## src/hw/rtl/gcmd_pkg.sv

```systemverilog
// ----------------------------------------------------------------------------
// gcmd_pkg
// Shared types, constants and width helpers for the Manhattan-order grid
// address generator.
// ----------------------------------------------------------------------------
package gcmd_pkg;

	// default largest grid dimension
	localparam int GCMD_MAX_DIM = 256;
	// largest value a 9-bit size register can hold
	localparam int GCMD_SIZE_MAX = 511;
	// apb address width: four 32-bit registers
	localparam int GCMD_AW = 4;

	// register indexes (paddr[3:2])
	localparam logic [1:0] REG_GRID_ROWS  = 2'd0;
	localparam logic [1:0] REG_GRID_COLS  = 2'd1;
	localparam logic [1:0] REG_CENTER_ROW = 2'd2;
	localparam logic [1:0] REG_CENTER_COL = 2'd3;

	// candidate order within one offset pair
	localparam logic [1:0] QD_UP_LEFT    = 2'd0;
	localparam logic [1:0] QD_UP_RIGHT   = 2'd1;
	localparam logic [1:0] QD_DOWN_RIGHT = 2'd2;
	localparam logic [1:0] QD_DOWN_LEFT  = 2'd3;

	// effective dimension limit after saturation
	function automatic int gcmd_eff_max(input int max_dim);
		return (max_dim < GCMD_SIZE_MAX) ? max_dim : GCMD_SIZE_MAX;
	endfunction

	// bits for a coordinate 0 .. eff_max-1
	function automatic int gcmd_coord_w(input int max_dim);
		return $clog2(gcmd_eff_max(max_dim));
	endfunction

	// bits for a distance 0 .. 2*eff_max-1 (one past the largest distance)
	function automatic int gcmd_dist_w(input int max_dim);
		return $clog2(2 * gcmd_eff_max(max_dim));
	endfunction

	// controller states
	typedef enum logic [1:0] {
		ST_IDLE,
		ST_SEEK1,
		ST_SEEK2,
		ST_EMIT
	} gcmd_state_t;

	// controller to datapath commands
	typedef struct packed {
		logic start;      // clear the walk position, mark active
		logic step;       // move past a candidate that is not in the grid
		logic adv;        // move past the emitted candidate
		logic deact;      // walk finished
		logic res_cap;    // capture the current candidate as the result
		logic res_none;   // result is an empty word
		logic set_last;   // mark the captured result as the final cell
		logic load_out;   // move the result into the output register
	} gcmd_cmd_t;

	// datapath to controller status
	typedef struct packed {
		logic active;     // walk in progress
		logic over;       // position lies past the largest distance
		logic found;      // current candidate lies in the grid
		logic out_busy;   // output register full and not taken this cycle
	} gcmd_sts_t;

endpackage

```

## src/hw/rtl/gcmd_req_if.sv

```systemverilog
// ----------------------------------------------------------------------------
// gcmd_req_if
// Request channel: one word asks for the next cell or restarts the walk.
// ----------------------------------------------------------------------------
interface gcmd_req_if;
	logic valid;
	logic ready;
	logic restart;

	modport source (output valid, output restart, input ready);
	modport sink (input valid, input restart, output ready);
endinterface

```

## src/hw/rtl/gcmd_res_if.sv

```systemverilog
// ----------------------------------------------------------------------------
// gcmd_res_if
// Result channel: one word per request, carrying the cell and its distance.
// ----------------------------------------------------------------------------
interface gcmd_res_if;
	logic       valid;
	logic       ready;
	logic       valid_res;
	logic [7:0] cell_row;
	logic [7:0] cell_col;
	logic [8:0] distance;
	logic       last;

	modport source (
		output valid, output valid_res, output cell_row, output cell_col,
		output distance, output last, input ready
	);
	modport sink (
		input valid, input valid_res, input cell_row, input cell_col,
		input distance, input last, output ready
	);
endinterface

```

## src/hw/rtl/gcmd_cfg.sv

```systemverilog
// ----------------------------------------------------------------------------
// gcmd_cfg
// APB register file plus saturation of grid size and center, and the
// per-axis and total reach of the walk.
// ----------------------------------------------------------------------------
module gcmd_cfg import gcmd_pkg::*; #(
	parameter int MAX_DIM = GCMD_MAX_DIM
) (
	input  logic               clk,
	input  logic               arst_n,
	input  logic               psel,
	input  logic               penable,
	input  logic               pwrite,
	input  logic [GCMD_AW-1:0] paddr,
	input  logic [31:0]        pwdata,
	output logic [31:0]        prdata,
	output logic               pready,
	output logic [gcmd_coord_w(MAX_DIM)-1:0] r0,
	output logic [gcmd_coord_w(MAX_DIM)-1:0] c0,
	output logic [gcmd_coord_w(MAX_DIM)-1:0] drh,
	output logic [gcmd_coord_w(MAX_DIM)-1:0] dcr,
	output logic [gcmd_coord_w(MAX_DIM)-1:0] dr,
	output logic [gcmd_coord_w(MAX_DIM)-1:0] dc,
	output logic [gcmd_dist_w(MAX_DIM)-1:0]  dmax
);

	localparam int EFF_MAX = gcmd_eff_max(MAX_DIM);
	localparam int CW = gcmd_coord_w(MAX_DIM);
	localparam int DW = gcmd_dist_w(MAX_DIM);

	logic [8:0] rows_q, cols_q;
	logic [7:0] crow_q, ccol_q;
	logic       wr_en;
	logic [CW-1:0] rm1, cm1;

	assign pready = 1'b1;
	assign wr_en  = psel && penable && pwrite;

	// register writes
	always_ff @(posedge clk or negedge arst_n) begin
		if (!arst_n) begin
			rows_q <= 9'd1;
			cols_q <= 9'd1;
			crow_q <= 8'd0;
			ccol_q <= 8'd0;
		end else if (wr_en) begin
			unique case (paddr[3:2])
				REG_GRID_ROWS:  rows_q <= pwdata[8:0];
				REG_GRID_COLS:  cols_q <= pwdata[8:0];
				REG_CENTER_ROW: crow_q <= pwdata[7:0];
				REG_CENTER_COL: ccol_q <= pwdata[7:0];
				default: ;
			endcase
		end
	end

	// register reads
	always_comb begin
		unique case (paddr[3:2])
			REG_GRID_ROWS:  prdata = {23'd0, rows_q};
			REG_GRID_COLS:  prdata = {23'd0, cols_q};
			REG_CENTER_ROW: prdata = {24'd0, crow_q};
			REG_CENTER_COL: prdata = {24'd0, ccol_q};
			default:        prdata = '0;
		endcase
	end

	// last row and column index after size saturation
	always_comb begin
		if (rows_q == 9'd0)
			rm1 = '0;
		else if (int'(rows_q) > EFF_MAX)
			rm1 = CW'(EFF_MAX - 1);
		else
			rm1 = CW'(rows_q - 9'd1);
		if (cols_q == 9'd0)
			cm1 = '0;
		else if (int'(cols_q) > EFF_MAX)
			cm1 = CW'(EFF_MAX - 1);
		else
			cm1 = CW'(cols_q - 9'd1);
	end

	// center saturated into the grid
	assign r0 = (int'(crow_q) > int'(rm1)) ? rm1 : CW'(crow_q);
	assign c0 = (int'(ccol_q) > int'(cm1)) ? cm1 : CW'(ccol_q);

	// reach below / right of center, farthest reach per axis, walk extent
	assign drh  = rm1 - r0;
	assign dcr  = cm1 - c0;
	assign dr   = (drh > r0) ? drh : r0;
	assign dc   = (dcr > c0) ? dcr : c0;
	assign dmax = DW'(dr) + DW'(dc);

endmodule

```

## src/hw/rtl/gcmd_ctrl.sv

```systemverilog
// ----------------------------------------------------------------------------
// gcmd_ctrl
// Controller: takes a request word, runs the datapath through the search for
// the cell to give and the search for the one after it, then hands the
// result word to the output register.
// ----------------------------------------------------------------------------
module gcmd_ctrl import gcmd_pkg::*; (
	input  logic      clk,
	input  logic      arst_n,
	input  logic      in_valid,
	input  logic      in_restart,
	output logic      in_ready,
	input  gcmd_sts_t sts,
	output gcmd_cmd_t cmd
);

	gcmd_state_t state_q, state_nx;

	// state register
	always_ff @(posedge clk or negedge arst_n) begin
		if (!arst_n)
			state_q <= ST_IDLE;
		else
			state_q <= state_nx;
	end

	// next state
	always_comb begin
		state_nx = state_q;
		unique case (state_q)
			ST_IDLE: begin
				if (in_valid)
					state_nx = ST_SEEK1;
			end
			ST_SEEK1: begin
				if (!sts.active || sts.over)
					state_nx = ST_EMIT;
				else if (sts.found)
					state_nx = ST_SEEK2;
			end
			ST_SEEK2: begin
				if (sts.over || sts.found)
					state_nx = ST_EMIT;
			end
			ST_EMIT: begin
				if (!sts.out_busy)
					state_nx = ST_IDLE;
			end
			default: state_nx = ST_IDLE;
		endcase
	end

	// outputs
	always_comb begin
		cmd      = '0;
		in_ready = 1'b0;
		unique case (state_q)
			ST_IDLE: begin
				in_ready  = 1'b1;
				cmd.start = in_valid && in_restart;
			end
			ST_SEEK1: begin
				if (!sts.active) begin
					cmd.res_none = 1'b1;
				end else if (sts.over) begin
					cmd.res_none = 1'b1;
					cmd.deact    = 1'b1;
				end else if (sts.found) begin
					cmd.res_cap = 1'b1;
					cmd.adv     = 1'b1;
				end else begin
					cmd.step = 1'b1;
				end
			end
			ST_SEEK2: begin
				if (sts.over) begin
					cmd.deact    = 1'b1;
					cmd.set_last = 1'b1;
				end else if (!sts.found) begin
					cmd.step = 1'b1;
				end
			end
			ST_EMIT: begin
				cmd.load_out = !sts.out_busy;
			end
			default: ;
		endcase
	end

endmodule

```

## src/hw/rtl/gcmd_dp.sv

```systemverilog
// ----------------------------------------------------------------------------
// gcmd_dp
// Datapath: walk position (distance, row offset, quadrant), candidate test
// against the grid, result staging and the output register.
// ----------------------------------------------------------------------------
module gcmd_dp import gcmd_pkg::*; #(
	parameter int MAX_DIM = GCMD_MAX_DIM
) (
	input  logic      clk,
	input  logic      arst_n,
	input  logic [gcmd_coord_w(MAX_DIM)-1:0] r0,
	input  logic [gcmd_coord_w(MAX_DIM)-1:0] c0,
	input  logic [gcmd_coord_w(MAX_DIM)-1:0] drh,
	input  logic [gcmd_coord_w(MAX_DIM)-1:0] dcr,
	input  logic [gcmd_coord_w(MAX_DIM)-1:0] dr,
	input  logic [gcmd_coord_w(MAX_DIM)-1:0] dc,
	input  logic [gcmd_dist_w(MAX_DIM)-1:0]  dmax,
	input  gcmd_cmd_t cmd,
	output gcmd_sts_t sts,
	output logic       out_valid,
	input  logic       out_ready,
	output logic       out_valid_res,
	output logic [7:0] out_cell_row,
	output logic [7:0] out_cell_col,
	output logic [8:0] out_distance,
	output logic       out_last
);

	localparam int CW = gcmd_coord_w(MAX_DIM);
	localparam int DW = gcmd_dist_w(MAX_DIM);

	// walk position
	logic [DW-1:0] d_q, i_q;
	logic [1:0]    qd_q;
	logic          active_q;

	// candidate evaluation
	logic [DW-1:0] j;
	logic          j_ok, i_nz, j_nz;
	logic          up_ok, down_ok, left_ok, right_ok;
	logic          found;
	logic [CW-1:0] cand_row, cand_col;

	// next position
	logic [DW-1:0] d_nx, i_nx;
	logic [1:0]    qd_nx;
	logic [DW-1:0] adv_d, adv_i;
	logic [1:0]    adv_qd;

	// result staging and output register
	logic          res_valid_q, res_last_q;
	logic [CW-1:0] res_row_q, res_col_q;
	logic [DW-1:0] res_dist_q;
	logic          out_valid_q, out_valid_res_q, out_last_q;
	logic [7:0]    out_row_q, out_col_q;
	logic [8:0]    out_dist_q;

	// candidate in grid
	assign j        = d_q - i_q;
	assign j_ok     = i_q <= d_q;
	assign i_nz     = i_q != '0;
	assign j_nz     = j != '0;
	assign up_ok    = i_q <= DW'(r0);
	assign down_ok  = i_q <= DW'(drh);
	assign left_ok  = j <= DW'(c0);
	assign right_ok = j <= DW'(dcr);

	always_comb begin
		case (qd_q)
			QD_UP_LEFT:    found = up_ok && left_ok;
			QD_UP_RIGHT:   found = j_nz && up_ok && right_ok;
			QD_DOWN_RIGHT: found = i_nz && down_ok && right_ok;
			default:       found = i_nz && j_nz && down_ok && left_ok;
		endcase
		found = found && j_ok;
	end

	assign cand_row = qd_q[1] ? (r0 + CW'(i_q)) : (r0 - CW'(i_q));
	assign cand_col = (qd_q == QD_UP_LEFT || qd_q == QD_DOWN_LEFT) ?
		(c0 - CW'(j)) : (c0 + CW'(j));

	// plain advance: next quadrant, then next offset, then next distance
	always_comb begin
		adv_d  = d_q;
		adv_i  = i_q;
		adv_qd = qd_q + 2'd1;
		if (qd_q == QD_DOWN_LEFT) begin
			if (i_q >= d_q) begin
				adv_i = '0;
				adv_d = d_q + DW'(1);
			end else begin
				adv_i = i_q + DW'(1);
			end
		end
	end

	// skip: whole rows out of reach end the distance, whole columns out of
	// reach jump to the first offset whose column can be in the grid
	always_comb begin
		d_nx  = d_q;
		i_nx  = i_q;
		qd_nx = qd_q;
		if (cmd.start) begin
			d_nx  = '0;
			i_nx  = '0;
			qd_nx = QD_UP_LEFT;
		end else if (cmd.step) begin
			if (i_q > DW'(dr)) begin
				d_nx  = d_q + DW'(1);
				i_nx  = '0;
				qd_nx = QD_UP_LEFT;
			end else if (j_ok && j > DW'(dc)) begin
				i_nx  = d_q - DW'(dc);
				qd_nx = QD_UP_LEFT;
			end else begin
				d_nx  = adv_d;
				i_nx  = adv_i;
				qd_nx = adv_qd;
			end
		end else if (cmd.adv) begin
			d_nx  = adv_d;
			i_nx  = adv_i;
			qd_nx = adv_qd;
		end
	end

	// position and walk state
	always_ff @(posedge clk or negedge arst_n) begin
		if (!arst_n) begin
			d_q      <= '0;
			i_q      <= '0;
			qd_q     <= QD_UP_LEFT;
			active_q <= 1'b0;
		end else begin
			d_q  <= d_nx;
			i_q  <= i_nx;
			qd_q <= qd_nx;
			if (cmd.start)
				active_q <= 1'b1;
			else if (cmd.deact)
				active_q <= 1'b0;
		end
	end

	// result staging
	always_ff @(posedge clk or negedge arst_n) begin
		if (!arst_n) begin
			res_valid_q <= 1'b0;
			res_last_q  <= 1'b0;
		end else if (cmd.res_none) begin
			res_valid_q <= 1'b0;
			res_last_q  <= 1'b0;
		end else if (cmd.res_cap) begin
			res_valid_q <= 1'b1;
			res_last_q  <= 1'b0;
		end else if (cmd.set_last) begin
			res_last_q  <= 1'b1;
		end
	end

	always_ff @(posedge clk) begin
		if (cmd.res_none) begin
			res_row_q  <= '0;
			res_col_q  <= '0;
			res_dist_q <= '0;
		end else if (cmd.res_cap) begin
			res_row_q  <= cand_row;
			res_col_q  <= cand_col;
			res_dist_q <= d_q;
		end
	end

	// output register
	always_ff @(posedge clk or negedge arst_n) begin
		if (!arst_n)
			out_valid_q <= 1'b0;
		else if (cmd.load_out)
			out_valid_q <= 1'b1;
		else if (out_ready)
			out_valid_q <= 1'b0;
	end

	always_ff @(posedge clk) begin
		if (cmd.load_out) begin
			out_valid_res_q <= res_valid_q;
			out_last_q      <= res_last_q;
			out_row_q       <= 8'(res_row_q);
			out_col_q       <= 8'(res_col_q);
			out_dist_q      <= 9'(res_dist_q);
		end
	end

	assign out_valid     = out_valid_q;
	assign out_valid_res = out_valid_res_q;
	assign out_cell_row  = out_row_q;
	assign out_cell_col  = out_col_q;
	assign out_distance  = out_dist_q;
	assign out_last      = out_last_q;

	// status
	assign sts.active   = active_q;
	assign sts.over     = d_q > dmax;
	assign sts.found    = found;
	assign sts.out_busy = out_valid_q && !out_ready;

endmodule

```

## src/hw/rtl/grid_cells_by_manhattan_distance_unit.sv

```systemverilog
// ----------------------------------------------------------------------------
// grid_cells_by_manhattan_distance_unit
// Walks every cell of a rows-by-cols grid in rising Manhattan distance from
// a configured center, one cell per request word.
//
// Channels: req (restart bit) in, res (valid_res, cell_row, cell_col,
// distance, last) out, valid/ready on both. Every request gives exactly one
// result word. restart=1 begins at the center and gives the center cell;
// restart=0 gives the next cell, or valid_res=0 before a start and after the
// final cell (that word carries last=1).
// Grid size and center are set over the APB port (rows, cols, center row,
// center col at byte offsets 0, 4, 8, 12); the user must write them only
// while the unit is idle, as the block itself does not enforce this. The
// candidate search tests one position per cycle in the datapath; a new
// request is taken only once the previous result has moved into the output
// register.
// Reset: registers go to a 1x1 grid centered at 0, no walk in progress.
// Stall: the result waits in the output register; a new request is taken
// meanwhile and its result waits in the datapath until the register frees.
// ----------------------------------------------------------------------------
module grid_cells_by_manhattan_distance_unit import gcmd_pkg::*; #(
	parameter int MAX_DIM = GCMD_MAX_DIM
) (
	input  logic               clk,
	input  logic               arst_n,
	input  logic               psel,
	input  logic               penable,
	input  logic               pwrite,
	input  logic [GCMD_AW-1:0] paddr,
	input  logic [31:0]        pwdata,
	output logic [31:0]        prdata,
	output logic               pready,
	gcmd_req_if.sink           req,
	gcmd_res_if.source         res
);

	localparam int CW = gcmd_coord_w(MAX_DIM);
	localparam int DW = gcmd_dist_w(MAX_DIM);

	logic [CW-1:0] r0, c0, drh, dcr, dr, dc;
	logic [DW-1:0] dmax;
	gcmd_cmd_t     cmd;
	gcmd_sts_t     sts;

	// configuration registers
	gcmd_cfg #(.MAX_DIM(MAX_DIM)) u_cfg (
		.clk     (clk),
		.arst_n  (arst_n),
		.psel    (psel),
		.penable (penable),
		.pwrite  (pwrite),
		.paddr   (paddr),
		.pwdata  (pwdata),
		.prdata  (prdata),
		.pready  (pready),
		.r0      (r0),
		.c0      (c0),
		.drh     (drh),
		.dcr     (dcr),
		.dr      (dr),
		.dc      (dc),
		.dmax    (dmax)
	);

	// controller
	gcmd_ctrl u_ctrl (
		.clk        (clk),
		.arst_n     (arst_n),
		.in_valid   (req.valid),
		.in_restart (req.restart),
		.in_ready   (req.ready),
		.sts        (sts),
		.cmd        (cmd)
	);

	// datapath
	gcmd_dp #(.MAX_DIM(MAX_DIM)) u_dp (
		.clk           (clk),
		.arst_n        (arst_n),
		.r0            (r0),
		.c0            (c0),
		.drh           (drh),
		.dcr           (dcr),
		.dr            (dr),
		.dc            (dc),
		.dmax          (dmax),
		.cmd           (cmd),
		.sts           (sts),
		.out_valid     (res.valid),
		.out_ready     (res.ready),
		.out_valid_res (res.valid_res),
		.out_cell_row  (res.cell_row),
		.out_cell_col  (res.cell_col),
		.out_distance  (res.distance),
		.out_last      (res.last)
	);

endmodule

```

## src/flat_wrapper.sv

```systemverilog
// flat-port wrapper written by rule: the top's interface ports become plain ports
module grid_cells_by_manhattan_distance_unit_flat import gcmd_pkg::*;
#(
	parameter int MAX_DIM = GCMD_MAX_DIM
)
  (clk, arst_n, psel, penable, pwrite, paddr, pwdata, prdata, pready, req_valid, req_restart, req_ready, res_valid, res_valid_res, res_cell_row, res_cell_col, res_distance, res_last, res_ready);
  gcmd_req_if req_i ();
  gcmd_res_if res_i ();
  input  logic clk;
  input  logic arst_n;
  input  logic psel;
  input  logic penable;
  input  logic pwrite;
  input  logic [GCMD_AW-1:0] paddr;
  input  logic [31:0] pwdata;
  output logic [31:0] prdata;
  output logic pready;
  input wire logic [$bits(req_i.valid)-1:0] req_valid;
  input wire logic [$bits(req_i.restart)-1:0] req_restart;
  output wire logic [$bits(req_i.ready)-1:0] req_ready;
  output wire logic [$bits(res_i.valid)-1:0] res_valid;
  output wire logic [$bits(res_i.valid_res)-1:0] res_valid_res;
  output wire logic [$bits(res_i.cell_row)-1:0] res_cell_row;
  output wire logic [$bits(res_i.cell_col)-1:0] res_cell_col;
  output wire logic [$bits(res_i.distance)-1:0] res_distance;
  output wire logic [$bits(res_i.last)-1:0] res_last;
  input wire logic [$bits(res_i.ready)-1:0] res_ready;
  assign req_i.valid = req_valid;
  assign req_i.restart = req_restart;
  assign req_ready = req_i.ready;
  assign res_valid = res_i.valid;
  assign res_valid_res = res_i.valid_res;
  assign res_cell_row = res_i.cell_row;
  assign res_cell_col = res_i.cell_col;
  assign res_distance = res_i.distance;
  assign res_last = res_i.last;
  assign res_i.ready = res_ready;
  grid_cells_by_manhattan_distance_unit #(.MAX_DIM(MAX_DIM)) u_core (.clk(clk), .arst_n(arst_n), .psel(psel), .penable(penable), .pwrite(pwrite), .paddr(paddr), .pwdata(pwdata), .prdata(prdata), .pready(pready), .req(req_i), .res(res_i));
endmodule
```

## config.mk

```make
export PLATFORM = sky130hd
export DESIGN_NAME = grid_cells_by_manhattan_distance_unit_flat
export DESIGN_NICKNAME = d
export VERILOG_FILES = /design/src/hw/rtl/gcmd_pkg.sv /design/src/hw/rtl/gcmd_req_if.sv /design/src/hw/rtl/gcmd_res_if.sv /design/src/hw/rtl/gcmd_cfg.sv /design/src/hw/rtl/gcmd_ctrl.sv /design/src/hw/rtl/gcmd_dp.sv /design/src/hw/rtl/grid_cells_by_manhattan_distance_unit.sv /design/src/flat_wrapper.sv
export SDC_FILE = /design/constraint.sdc
export NUM_CORES = 1
export LEC_CHECK = 0
export BUFFER_PORTS_ARGS = -buffer_cell sky130_fd_sc_hd__buf_2
export CORE_MARGIN = 2
export CORE_UTILIZATION = 50
export CTS_BUF_LIST = sky130_fd_sc_hd__clkbuf_4 sky130_fd_sc_hd__clkbuf_8 sky130_fd_sc_hd__clkbuf_16
export CTS_CLUSTER_DIAMETER = 60
export DETAILED_ROUTE_END_ITERATION = 10
export GPL_TIMING_DRIVEN = 0
export PLACE_DENSITY = 0.71
export REMOVE_ABC_BUFFERS = 1
export SETUP_SLACK_MARGIN = 0.15
export SYNTH_ARGS = -nofsm -noshare
export SYNTH_HDL_FRONTEND = slang
export SYNTH_SLANG_ARGS = --single-unit
```

## constraint.sdc

```tcl
create_clock -name clk -period 12.5 [get_ports clk]
set_input_delay 3.125 -clock clk [delete_from_list [all_inputs] [get_ports clk]]
set_output_delay 3.125 -clock clk [all_outputs]
set_load 0.02 [all_outputs]
```

==> results.md <==
* First-pass GRT wire length at around 46000 um
* Fmax at 85.4 MHz
* TritonCTS Buffers at 9
* Final Wtd Congestion at 0.933
* Crit path kind: reg2reg
* Synth top area cells: ha_1, dfrtp_1, edfxtp_1
* Hold Crit Class: reg2reg
* ANT nets after route at 0
* Yosys top cell area share at 15.8%
* Inst Count DP at between 1500 and 2000
* Final slew viol count at 0
* CTS tree: yes
* Cell Area, Synth at roughly 11000 um^2
* ANT cells at 0
* Die width at roughly 150 um
* Worst Skew at 0.0106 ns
* Post-synthesis async set-or-reset flop share at between 50% and 60%
* Relative slew slack at approximately 18%
* Number of synthesized flops with an enable pin at 27
* Crit-path most repeated cell: ha_1
* I/O pin total at 106
* # setup viols final at 0
* Cell variety after synth at 94
* CTS Root Cell: clkbuf_16
* Routed WL at between 20000 and 30000 um
* Via/cell ratio at between 6 and 7
* All-layer global routing usage at 24.3%
* Post-DP HPWL at about 23000 um
* Area Overhead vs Synth at 8.41%
* CTS Sinks at between 100 and 150
* Final Net Count at 1499
* Status: finished, final reports clean
* Share of cells above drive strength 1 at 14.0%
* Maxcap violations at 0
* Slew @ Worst Pin at roughly 1.2 ns
* GR Overflow Total at 0
* H-Tree Level Count at 3
* Critical Path Source Type: flip-flop
* Worst-skew pair later-pin latency at 0.37 ns
* TritonRoute pass-1 iters at 5
* CP Data Required Time at 12.79 ns
* Final Hold Violating Endpoints at 0
* Core area at ~22000 um^2
* Max stage delay on crit path at around 0.55 ns
* Number of global-route vias before repair at between 9000 and 10000
* Bufs on Longest Clock Path at 2
* Crit path DAT at ~12 ns
* Synth Area per Inst at about 9 um^2
* Starting Density at between 50% and 60%
* Sequential fraction of the synthesis area at approximately a quarter
* DR DRC count at 0
* Cells after synthesis at ~1300
* RSZ-0062 raised after global routing: false
* Average wire per standard cell at ~18 um
* Max FO, Critical Path at 18
* Pin count of the biggest net entering global routing at between 60 and 70
* Dominant synthesized flop cell: dfrtp_1
* Vias at 9648
* CP max-delay cell: or4_1
* Min cycle time layout at ~12 ns
* Number of core rows at between 50 and 60
* Antenna violations before repair at 0
* Clock-pin slew on the worst setup and hold paths at about 0.09 ns
* Final Cycle Share at between 90 and 100%
* Die ar. at 23500 um^2
* Iter 0 DRT Violations at around 810
* PortBufs at 56
* FF+latch count, synth at 112
* Syn. warnings at 0
* Crit path capture type: flip-flop
* Fin cells at between 1500 and 2000
* Cell taking the most area after synthesis: ha_1
* Die Ht at between 150 and 200 um
[per-stage QoR]
| step | utilization (%) | setup TNS, ns | hold WS (ns) | instance area (um^2) | worst slack (ns) |
|---|---|---|---|---|---|
| global route | 55.3 | 0 | 0.444 | 12100 | 0.0752 |
| detailed placement | 53.0 | -25.60 | 0.416 | 11600 | -1.17 |
| CTS | 54.6 | 0 | 0.435 | 11900 | 0.173 |
| global placement | 52.7 | -183.31 | 0.413 | 11500 | -7.28 |
| finish | 55.3 | 0 | 0.436 | 12100 | 0.792 |
| floorplan | - | -41.22 | 0.408 | 10900 | -2.56 |
[layout make-up]
type,count,area (um^2)
Fill cell,1985,9760
Multi-Input combinational cell,1015,7820
Sequential cell,112,2820
Timing Repair Buffer,68,393
Inverter,104,390
Tap cell,280,350
Clock buffer,9,225
Clock inverter,7,76.3
[placed cells by master, fill, tap and decap left out, drive strengths merged, types with 11 or more instances in the layout]
master,instances
a211oi,23
a21o,26
a21oi,73
buf,68
conb,24
dfrtp,58
dfxtp,25
edfxtp,27
ha,141
inv,105
mux2,36
mux2i,30
nand2,80
nand2b,24
nand3,24
nand4,23
nor2,91
nor2b,17
nor3,33
o211ai,12
o21a,12
o21ai,74
o31ai,17
or4,11
xnor2,62
xor2,15
[worst paths after layout]
check,from,to,slack [ns],depth (start not counted)
setup / recovery,u_core.u_cfg.rows_q[1],u_core.u_dp.d_q[8],0.79,49
hold / removal,u_core.u_dp.res_row_q[0],u_core.u_dp.out_cell_row[0],0.44,0
setup reg to reg,u_core.u_cfg.rows_q[1],u_core.u_dp.d_q[8],0.79,49
hold reg to reg,u_core.u_dp.res_row_q[0],u_core.u_dp.out_cell_row[0],0.44,0
max in group asynchronous,arst_n,u_core.u_cfg.crow_q[4],9.10,1
min in group asynchronous,arst_n,u_core.u_dp.d_q[5],2.85,1
[sequential cells by signal, indices dropped and copies added (netlist names), 2 cells and up]
signal,cells
u_core.u_cfg.ccol_q,8
u_core.u_cfg.cols_q,9
u_core.u_cfg.crow_q,8
u_core.u_cfg.rows_q,9
u_core.u_ctrl.state_q,2
u_core.u_dp.d_q,9
u_core.u_dp.i_q,9
u_core.u_dp.out_cell_col,8
u_core.u_dp.out_cell_row,8
u_core.u_dp.out_distance,9
u_core.u_dp.qd_q,2
u_core.u_dp.res_col_q,8
u_core.u_dp.res_dist_q,9
u_core.u_dp.res_row_q,8
[cells in the mapped netlist (28+ instances only)]
master,n
a21oi_1,71
mux2i_1,29
xnor2_1,62
clkbuf_1,28
ha_1,141
dfrtp_1,58
o21ai_0,65
nor3_1,33
mux2_2,36
nor2_1,91
nand2_1,80
inv_1,100
[repair_timing]
action | in CTS | in global routing
gates resized for setup | 10 | 22
cloned | 0 | 0
hold buffers | 0 | 0
setup endpoints to repair | 49 | 47
pin swaps | 0 | 5
setup buffers | 0 | 7
[per-layer routing]
metal / up-vias / track usage (%) / share of wire [%]
li1: 4686 / - / -
met1: 4578 / 32.2 / 44
met2: 324 / 40.3 / 47
met3: 60 / 3.49 / 5.7
met4: 0 / 9.39 / 2.9
met5: - / 0 / 0
[cells by family after synthesis]
logic type | after synthesis | synth area share [%]
AO/OA/AOI/OAI | 316 | 19.2
AND/OR/NAND/NOR | 369 | 17.1
XOR/XNOR | 79 | 6.46
other | 2 | 0.0675
flip-flops | 112 | 25.3
adder cells (fa/ha/maj) | 153 | 17.3
buffers and inverters | 165 | 6.55
multiplexers | 74 | 8.07
[worst max-delay path: cells and delay by family, from the launching register on]
kind / cells / cell delay [ns]
AND/OR/NAND/NOR: 18 / 4.20
AO/OA/AOI/OAI: 16 / 3.42
adder cells (fa/ha/maj): 8 / 2.46
buffers and inverters: 5 / 0.75
flip-flops: 1 / 0.46
XOR/XNOR: 2 / 0.32
Power is not shown: default switching activity piles up to over one toggle a cycle in this logic, so the estimate is an artifact.
